File: src/bpm_pkg.sv
package bpm_pkg;

	localparam int MAX_LENGTH = 64;
	localparam int MAX_BASIS  = 16;

	localparam int COL_W   = $clog2(MAX_LENGTH);
	localparam int ROW_W   = $clog2(MAX_BASIS);
	localparam int ADDR_W  = ROW_W + COL_W;
	localparam int VAL_W   = 16;
	localparam int PROD_W  = 2 * VAL_W;
	localparam int ACC_W   = 40;
	localparam int LEN_REG_W = 7;
	localparam int CNT_REG_W = 5;
	localparam int CFG_IDX_W = 1;
	localparam int CFG_DATA_W = 7;

	typedef enum logic [CFG_IDX_W-1:0] {
		REG_VECTOR_LENGTH = 1'b0,
		REG_BASIS_COUNT   = 1'b1
	} bpm_reg_t;

	typedef enum logic {
		MODE_LOAD = 1'b0,
		MODE_DATA = 1'b1
	} bpm_mode_t;

	// controller -> datapath
	typedef struct packed {
		logic             load_we;
		logic             start;
		logic             issue;
		logic [ROW_W-1:0] issue_row;
		logic             emit;
		logic [ROW_W-1:0] emit_row;
		logic             emit_last;
		logic             finish;
		logic             advance;
	} bpm_cmd_t;

	// datapath -> controller
	typedef struct packed {
		logic             vec_end;
		logic [ROW_W-1:0] last_row;
		logic             out_free;
	} bpm_sts_t;

endpackage

File: src/bpm_ctrl.sv
module bpm_ctrl (
	input  logic              clk,
	input  logic              arst_n,
	input  logic              in_valid,
	input  logic              in_mode,
	output logic              in_ready,
	input  bpm_pkg::bpm_sts_t sts,
	output bpm_pkg::bpm_cmd_t cmd
);
	import bpm_pkg::*;

	typedef enum logic [1:0] {
		ST_IDLE,
		ST_MAC,
		ST_DRAIN,
		ST_EMIT
	} state_t;

	state_t           state_q;
	logic [ROW_W-1:0] row_q;
	logic [ROW_W-1:0] last_q;
	logic             end_q;
	logic             drain_q;
	logic             accept;

	assign in_ready = (state_q == ST_IDLE);
	assign accept   = in_valid && in_ready;

	always_comb begin
		cmd           = '0;
		cmd.load_we   = accept && (bpm_mode_t'(in_mode) == MODE_LOAD);
		cmd.start     = accept && (bpm_mode_t'(in_mode) == MODE_DATA);
		cmd.issue     = (state_q == ST_MAC);
		cmd.issue_row = row_q;
		cmd.emit      = (state_q == ST_EMIT) && sts.out_free;
		cmd.emit_row  = row_q;
		cmd.emit_last = (row_q == last_q);
		cmd.finish    = cmd.emit && cmd.emit_last;
		cmd.advance   = (state_q == ST_DRAIN) && drain_q && !end_q;
	end

	always_ff @(posedge clk or negedge arst_n) begin
		if (!arst_n) begin
			state_q <= ST_IDLE;
			row_q   <= '0;
			last_q  <= '0;
			end_q   <= 1'b0;
			drain_q <= 1'b0;
		end else begin
			unique case (state_q)
				ST_IDLE: begin
					if (cmd.start) begin
						end_q   <= sts.vec_end;
						last_q  <= sts.last_row;
						row_q   <= '0;
						state_q <= ST_MAC;
					end
				end
				ST_MAC: begin
					if (row_q == last_q) begin
						drain_q <= 1'b0;
						state_q <= ST_DRAIN;
					end else begin
						row_q <= row_q + ROW_W'(1);
					end
				end
				// wait for the read/multiply/accumulate stages to empty
				ST_DRAIN: begin
					if (drain_q) begin
						row_q   <= '0;
						state_q <= end_q ? ST_EMIT : ST_IDLE;
					end
					drain_q <= !drain_q;
				end
				ST_EMIT: begin
					if (cmd.emit) begin
						if (cmd.emit_last) begin
							state_q <= ST_IDLE;
						end else begin
							row_q <= row_q + ROW_W'(1);
						end
					end
				end
				default: state_q <= ST_IDLE;
			endcase
		end
	end

endmodule
File: config.mk
export PLATFORM = sky130hd
export DESIGN_NAME = bpm_ctrl
export DESIGN_NICKNAME = d
export VERILOG_FILES = /design/src/bpm_pkg.sv /design/src/bpm_ctrl.sv
export SDC_FILE = /design/constraint.sdc
export NUM_CORES = 1
export LEC_CHECK = 0
export ABC_AREA = 1
export BUFFER_PORTS_ARGS = -buffer_cell sky130_fd_sc_hd__buf_2
export CAP_MARGIN = 20
export CORE_ASPECT_RATIO = 0.6
export CORE_MARGIN = 5
export CORE_UTILIZATION = 24
export DETAILED_ROUTE_END_ITERATION = 7
export GPL_TIMING_DRIVEN = 0
export PLACE_DENSITY_LB_ADDON = 0.2
export RECOVER_POWER = 25
export SLEW_MARGIN = 20
export SYNTH_ARGS = -nofsm -noshare
export SYNTH_HDL_FRONTEND = slang
export SYNTH_SLANG_ARGS = --single-unit
File: constraint.sdc
create_clock -name clk -period 1.8 [get_ports clk]
set_input_delay 0.27 -clock clk [delete_from_list [all_inputs] [get_ports clk]]
set_output_delay 0.27 -clock clk [all_outputs]
set_load 0.05 [all_outputs]
* Yosys cells after proc, flatten, opt, wreduce, memory -nomap -nowiden
Cells that the tools add are included.
** Word-level totals
- Bits in registers :: 12
- Input bits :: 10
- Output and inout port bits :: 16
- Logic and storage cells :: 45
** Operators by class
- Equal/unequal tests :: 9
- $add $sub $neg :: 1
- Muxes and demuxes :: 14
- Reductions and logical operators :: 15
- Bitwise operators :: 1
** Operators by type and width (count)
- $mux 4 :: 4
- $pmux 4 s4 :: 1
- $mux 2 :: 6
- $ne 2x2->1 const B :: 4
- $pmux 2 s4 :: 1
- $logic_and 1x1->1 :: 7
- $reduce_and 5->1 :: 1
- $add 4x1->4 const B :: 1
- $eq 2x2->1 const B :: 2
- $eq 4x4->1 :: 1
- $reduce_and 2->1 :: 2
- $reduce_and 3->1 :: 1
- $eq 2x1->1 const B :: 1
- $logic_not 1->1 :: 2
- $logic_not 2->1 :: 1
- $ne 2x1->1 const B :: 1
- $pmux 1 s2 :: 1
- $reduce_bool 2->1 :: 1
- $mux 1 :: 1
- $not 1->1 :: 1

* Logic depth before layout (Yosys ltp)
Gate-level depths: netlist (run 1).
- Word-level depth :: 5
- Depth in mapped cells :: 9
- Mapped depth without buffers :: 9

* Worst setup path after synthesis (run 1)
OpenSTA, ideal clock, no wires.
- Kind :: register -> output
- From :: register row_q[0]
- To :: output cmd[1] (netlist bit)
- Buffers on the path :: 0
- Setup slack :: -0.641 ns
- Data required time :: 1.530 ns
- Cell stages (with the launch flop) :: 7
- Arrival :: 2.171 ns
- Path through :: dfrtp_1 > inv_1 > nand2_1 > nand2_1 > nor2_2 > nand2_2 > nor3_1
** RTL lines
- from (decl) :: line bpm_ctrl.sv:20 : logic [ROW_W-1:0] row_q;
- from (signal assigned) :: line bpm_ctrl.sv:64 : row_q <= row_q + ROW_W'(1);
- from (signal assigned) :: line bpm_ctrl.sv:80 : row_q <= row_q + ROW_W'(1);
- to (decl) :: line bpm_ctrl.sv:8 : output bpm_pkg::bpm_cmd_t cmd

==> results of run 1 <==
-- through the flow --
step	util, %	hold slack [ns]	total power [mW]	setup slack [ns]
2_1_floorplan	-	-0.0256	1.67	-0.0190
3_3_place_gp	31.5	0.173	1.93	0.239
3_5_place_dp	31.5	0.176	1.95	0.224
4_1_cts	33.2	0.233	2.21	0.0176
5_1_grt	33.7	0.236	2.42	0.0123
6_report	33.7	0.239	2.21	0.0876
-- Yosys cell counts --
library cell,number,share of area [%]
inv_1,14,6.2
nor2_1,7,3.1
nand2_1,29,13
nor2_2,2,1.5
xnor2_1,1,1.0
ha_1,1,1.5
a21oi_1,1,0.59
inv_2,4,1.8
o21ai_0,1,0.59
xor2_1,1,1.0
o21ai_2,5,5.2
nand3_2,2,2.4
nand3b_1,1,0.89
o21bai_1,1,0.89
dfrtp_1,12,36
nand2_2,10,7.4
buf_12,1,2.4
buf_6,1,1.3
nand3_1,7,4.2
nor3_1,2,1.2
nor2_4,3,4.0
buf_4,4,3.6
o21ai_1,1,0.59
-- final timing paths --
check | from | end | slack (ns)
setup / recovery | state_q[0]$_DFFE_PN0P_ | cmd[13] | 0.09
hold / removal | sts[4] | last_q[3]$_DFFE_PN0P_ | 0.24
setup reg to reg | row_q[1]$_DFFE_PN0P_ | state_q[1]$_DFFE_PN0P_ | 0.59
hold reg to reg | last_q[1]$_DFFE_PN0P_ | last_q[1]$_DFFE_PN0P_ | 0.55
max in group asynchronous | arst_n | state_q[1]$_DFFE_PN0P_ | 0.70
min in group asynchronous | arst_n | state_q[0]$_DFFE_PN0P_ | 0.60
-- logic make-up after synthesis --
| family | Yosys count |
|---|---|
| simple gates | 63 |
| buf+inv | 24 |
| flops | 12 |
| compound gates | 9 |
| xor+xnor | 2 |
| fa+ha+maj | 1 |
-- registers in the layout, indices dropped and copies added, names as in the netlist --
| register | flops |
|---|---|
| state_q | 2 |
| last_q | 4 |
| row_q | 4 |
| end_q | 1 |
| drain_q | 1 |
-- cell type report --
class | count | area, µm²
fill | 376 | 2200
multi-input combinational | 75 | 442
sequential | 12 | 307
timing repair buffer | 26 | 145
inverter | 18 | 67.6
buffer | 6 | 61.3
tap | 45 | 56.3
clock buffer | 3 | 41.3
-- power by group --
part	leakage, nW	total [mW]	switching, mW	internal [mW]
clock	0.0216	0.240	0.0930	0.147
combinational	0.421	1.44	0.992	0.451
sequential	0.143	0.530	0.129	0.401
total	0.585	2.21	1.21	1.00
-- routing by layer --
metal | GRT usage, % | routed length [µm]
met1 | 13.0 | 1040
met2 | 13.2 | 779
met3 | 3.70 | 118
met4 | 0.667 | 6
met5 | 0 | 0
-- critical path, cell delays in order, from the launching register on --
cell and delay, ns:
dfrtp_1 0.37, buf_6 0.15, nor2_4 0.13, nand2_2 0.09
nor2_4 0.12, buf_12 0.15, buf_4 0.20
-- cells in the final DEF, fill, tap and decap left out --
cell | Yosys | routed
dlygate4sd3_1 | 0 | 1
buf_12 | 1 | 1
xnor2_1 | 1 | 1
dfrtp_1 | 12 | 7
clkbuf_4 | 0 | 1
o21bai_1 | 1 | 1
a21oi_1 | 1 | 1
buf_4 | 4 | 5
inv_2 | 4 | 4
buf_6 | 1 | 2
o21ai_1 | 1 | 1
clkbuf_8 | 0 | 3
clkbuf_1 | 0 | 1
nor3_4 | 0 | 1
nand3_2 | 2 | 2
nor2_4 | 3 | 5
nor2_2 | 2 | 1
nand2_2 | 10 | 10
o21ai_0 | 1 | 1
o21ai_2 | 5 | 5
nand2_1 | 29 | 29
buf_2 | 0 | 21
nor2_1 | 7 | 6
nand3_1 | 7 | 7
inv_1 | 14 | 14
dfrtp_2 | 0 | 5
nand3b_1 | 1 | 1
ha_1 | 1 | 1
nor3_2 | 0 | 1
xor2_1 | 1 | 1
-- timing repair --
action	4_1_cts	5_1_grt
endpoints found under the hold margin	12	0
setup endpoints to repair	2	4
hold buffers	1	0
resized for setup	3	7
==> impl_metrics.py, run 1 <==
metrics = {
    "routing": {
        "totalWireLength_um": 1940,
        "first_pass_iters": 4,
        "via_per_inst": 3.98,
        "drtIter0Drc": 56,
        "route.vias.total": 736,
        "detail_route.wl_per_cell_um": 10.5,
        "remaining_drc_errors": 0,
        "drtAntennaViolNets": 0,
    },
    "placement": {
        "dp_hpwl_um": 1560,
        "gp_congestion": 0.767,
        "placed_area_um2": 1050,
        "place_inst": 181,
        "io_buffer_count": 25,
    },
    "yosys": {
        "synth_top_family_by_area": "simple AND/OR/NAND/NOR gates",
        "ys_seq_area_share_pct": 35.7,
        "synth_fa_ha_area_share_pct": 1.49,
        "synth_nets": 122,
        "syn_inst": 111,
        "synthDistinctLibCells": 23,
        "muxShareOfSynthArea_pct": 0,
        "syn_avg_cell_area_um2": 7.59,
        "synth_area_um2": 842,
        "synth_warnings": 0,
        "synth_xor_area_share_pct": 2.08,
        "synth_seq_cells": 12,
        "synth-simple-area-share_pct": 37.6,
        "synth_compound_area_share_pct": 7.88,
    },
    "grt": {
        "grt_pass1_vias": 715,
        "grt_start_max_net_pins": 13,
        "grt_overflow_total": 0,
        "antenna_found_initial": 0,
        "grt_use_total_pct": 9.05,
        "grt_pass1_wl_um": 3500,
    },
    "sta": {
        "finalSetupTns_ns": 0,
        "maxSlewHeadroom_pct": 52.4,
        "finalClockSkew_ns": 0.00125,
        "hold_viol": 0,
        "worst_slew_pin_slew_ns": 0.715,
        "setup_viol": 0,
        "fin_crit_ns": 1.71,
        "finalMaxSlewViolations": 0,
        "fin_crit_sh_pct": 95.1,
        "fmax_mhz": 584,
        "grt_setup_unrepaired": "false",
    },
    "die": {
        "rows": 16,
        "die_y_um": 55.9,
        "coreArea_um2": 3320,
        "die_w_um": 86.5,
        "start_util_pct": 25.3,
        "die-area_um2": 4830,
        "pin_count": 26,
    },
    "cts": {
        "cts_buffers": 3,
        "post_cts_buffers": 0,
        "cts_buffer_depth": 2,
        "cts-root-buf": "clkbuf_8",
        "cts_tree": "built",
        "clock_sinks": 12,
        "clk_pin_slew_ns": 0.05,
        "htreeDepth": 1,
        "insertion_delay_ns": 0.23,
    },
    "final_layout": {
        "instances_no_fill": 185,
        "final_nets": 153,
        "fin_area_um2": 1120,
        "area_growth_pct": 33.0,
        "diodes": 0,
        "drive_above_1_share_pct": 47.9,
    },
    "hold_path": {
        "worstHoldPathType": "in2reg",
        "min_path_cells": 3,
    },
    "pwr": {
        "powerDensity_nw_per_um2": 1980,
        "p_leak_nw": 0.585,
        "vdd_ir_drop_max_v": 0.000604,
    },
    "setup_path": {
        "reg2reg_depth": 8,
        "arrival_ns": 1.44,
        "endpoint_kind": "output pin",
        "critPathLaunchType": "flip-flop",
        "worstSetupPathType": "reg2out",
        "cp_max_fo": 10,
        "crit_required_ns": 1.53,
    },
    "outcome": {
        "run_status": "finished clean",
    },
    "job": {
        "cap_viol_max_count": 0,
    },
}
(Power assumes the default switching activity.)
==> run 2, diff against run 1 <==
--- a/config.mk
+++ b/config.mk
@@ -6,9 +6,9 @@
 export NUM_CORES = 1
 export LEC_CHECK = 0
 export ABC_AREA = 1
-export BUFFER_PORTS_ARGS = -buffer_cell sky130_fd_sc_hd__buf_2
+export BUFFER_PORTS_ARGS = -buffer_cell sky130_fd_sc_hd__clkbuf_2
 export CAP_MARGIN = 20
-export CORE_ASPECT_RATIO = 0.6
+export CORE_ASPECT_RATIO = 1.5
 export CORE_MARGIN = 5
 export CORE_UTILIZATION = 24
 export DETAILED_ROUTE_END_ITERATION = 7
==> impl_metrics.py, run 2 (synthesized netlist as in run 1, its figures left out) <==
metrics = {
    "cts": {
        "insertion_delay_ns": 0.23,
        "cts-root-buf": "clkbuf_8",
        "clock_sinks": 12,
        "cts_buffer_depth": 2,
        "htreeDepth": 1,
        "cts_tree": "built",
        "clk_pin_slew_ns": 0.05,
        "cts_buffers": 3,
    },
    "pwr": {
        "powerDensity_nw_per_um2": 1950,
        "vdd_ir_drop_max_v": 0.00106,
        "p_leak_nw": 0.612,
    },
    "grt": {
        "antenna_found_initial": 0,
        "grt_overflow_total": 0,
        "grt_pass1_vias": 769,
        "grt_use_total_pct": 9.16,
        "grt_pass1_wl_um": 3320,
        "grt_start_max_net_pins": 13,
    },
    "die": {
        "pin_count": 26,
        "die_y_um": 82.5,
        "die-area_um2": 4820,
        "die_w_um": 58.4,
        "start_util_pct": 24.7,
        "rows": 26,
        "coreArea_um2": 3420,
    },
    "sta": {
        "finalMaxSlewViolations": 0,
        "grt_setup_unrepaired": "false",
        "hold_ws_ns": 0.238,
        "fin_crit_sh_pct": 94.3,
        "maxSlewHeadroom_pct": 57.0,
        "worst_slew_pin_slew_ns": 0.645,
        "fin_crit_ns": 1.70,
        "setup_viol": 0,
        "fmax_mhz": 589,
        "finalClockSkew_ns": 0.000331,
        "hold_viol": 0,
    },
    "final_layout": {
        "multi_input_area_um2": 442,
        "instances_no_fill": 188,
        "drive_above_1_share_pct": 50.0,
        "diodes": 0,
        "top_regs": "last_q x4, row_q x4, state_q x2",
        "layout_common_cells": "nand2_1, clkbuf_2, inv_1",
        "regArea_um2": 307,
        "final_common_cell": "nand2_1",
        "final_nets": 159,
        "fill_cells": 381,
        "area_growth_pct": 37.9,
    },
    "setup_path": {
        "path_cells": "buf_6 -> nor2_4 -> nand2_2 -> nor2_4 -> buf_12 -> buf_4",
        "cp_max_fo": 10,
        "slowest_delay_ns": 0.37,
        "critPathLaunchType": "flip-flop",
        "cpMaxStageDelayCell": "dfrtp_1",
        "worstSetupPathType": "reg2out",
        "arrival_ns": 1.43,
        "endpoint_kind": "output pin",
        "crit_path_frequent_cell": "nor2_4",
        "crit_required_ns": 1.53,
    },
    "placement": {
        "gp_congestion": 0.765,
        "io_buffer_count": 25,
        "place_inst": 178,
        "dp_hpwl_um": 1550,
    },
    "routing": {
        "remaining_drc_errors": 0,
        "first_pass_iters": 4,
        "route.vias.total": 792,
        "drtIter0Drc": 15,
        "via_per_inst": 4.21,
        "detail_route.wl_per_cell_um": 10.6,
        "totalWireLength_um": 1990,
        "drtAntennaViolNets": 0,
    },
    "hold_path": {
        "worstHoldPathType": "in2reg",
    },
    "job": {
        "cap_viol_max_count": 0,
    },
    "outcome": {
        "run_status": "finished clean",
    },
}
[run 2: cell count changes in the layout (fill, tap and decap cells not counted)]
| cell | delta |
|---|---|
| buf_2 | -20 |
| clkbuf_4 | -1 |
| buf_4 | +6 |
| clkbuf_2 | +21 |
| buf_6 | -1 |
| clkbuf_8 | +1 |
[run 2: worst paths after layout]
check / startpoint / slack, ns / endpoint / depth (start not counted)
hold reg to reg: last_q[2]$_DFFE_PN0P_ / 0.55 / last_q[2]$_DFFE_PN0P_ / 2
setup / recovery: state_q[0]$_DFFE_PN0P_ / 0.10 / cmd[13] / 6
hold / removal: sts[5] / 0.24 / end_q$_DFFE_PN0P_ / 3
min in group asynchronous: arst_n / 0.57 / state_q[0]$_DFFE_PN0P_ / 2
setup reg to reg: row_q[0]$_DFFE_PN0P_ / 0.52 / row_q[2]$_DFFE_PN0P_ / 6
max in group asynchronous: arst_n / 0.77 / row_q[3]$_DFFE_PN0P_ / 2
[run 2: what timing repair did]
item | in CTS | in global routing
resized for setup | 6 | 5
hold endpoints to repair | 12 | 0
buffers inserted | 0 | 6
setup endpoints to repair | 3 | 3
hold buffers | 1 | 0
[run 2: routing by layer]
layer	global-route usage [%]	part of all wire, %	vias up
met5	0	0	-
met4	7.19	3.2	0
met1	9.82	42	359
met3	1.56	5.2	5
met2	15.7	49	25
li1	-	-	403
[run 2: area by class of cell]
class	count	share of cell area, %
multi-input combinational	75	38.0
sequential	12	26.4
timing repair buffer	32	16.4
inverter	18	5.82
buffer	6	5.28
tap	42	4.53
clock buffer	3	3.56
[run 2: report_power, final]
part           total [mW]  switching, mW  leakage [nW]  internal, mW
Combinational        1.52           1.03         0.448         0.492
Clock               0.236         0.0897        0.0216         0.147
Sequential          0.508          0.107         0.143         0.401
[run 2: through the flow]
step	TNS (ns)	power [mW]	setup WS (ns)	utilization, %	cell area [µm²]
finish	0	2.27	0.102	34.0	1160
global route	0	2.48	0.00453	34.0	1160
CTS	0	2.22	0.0126	32.5	1110
detailed placement	0	1.96	0.137	30.5	1040
global placement	0	1.93	0.156	30.5	1040
floorplan	-0.0190	1.67	-0.0190	-	866
[run 2: critical path, delay by kind of cell (launching register included)]
| kind | cells | cell delay (ns) |
|---|---|---|
| AND/OR/NAND/NOR | 3 | 0.33 |
| flip-flops | 1 | 0.37 |
| buffers and inverters | 3 | 0.50 |
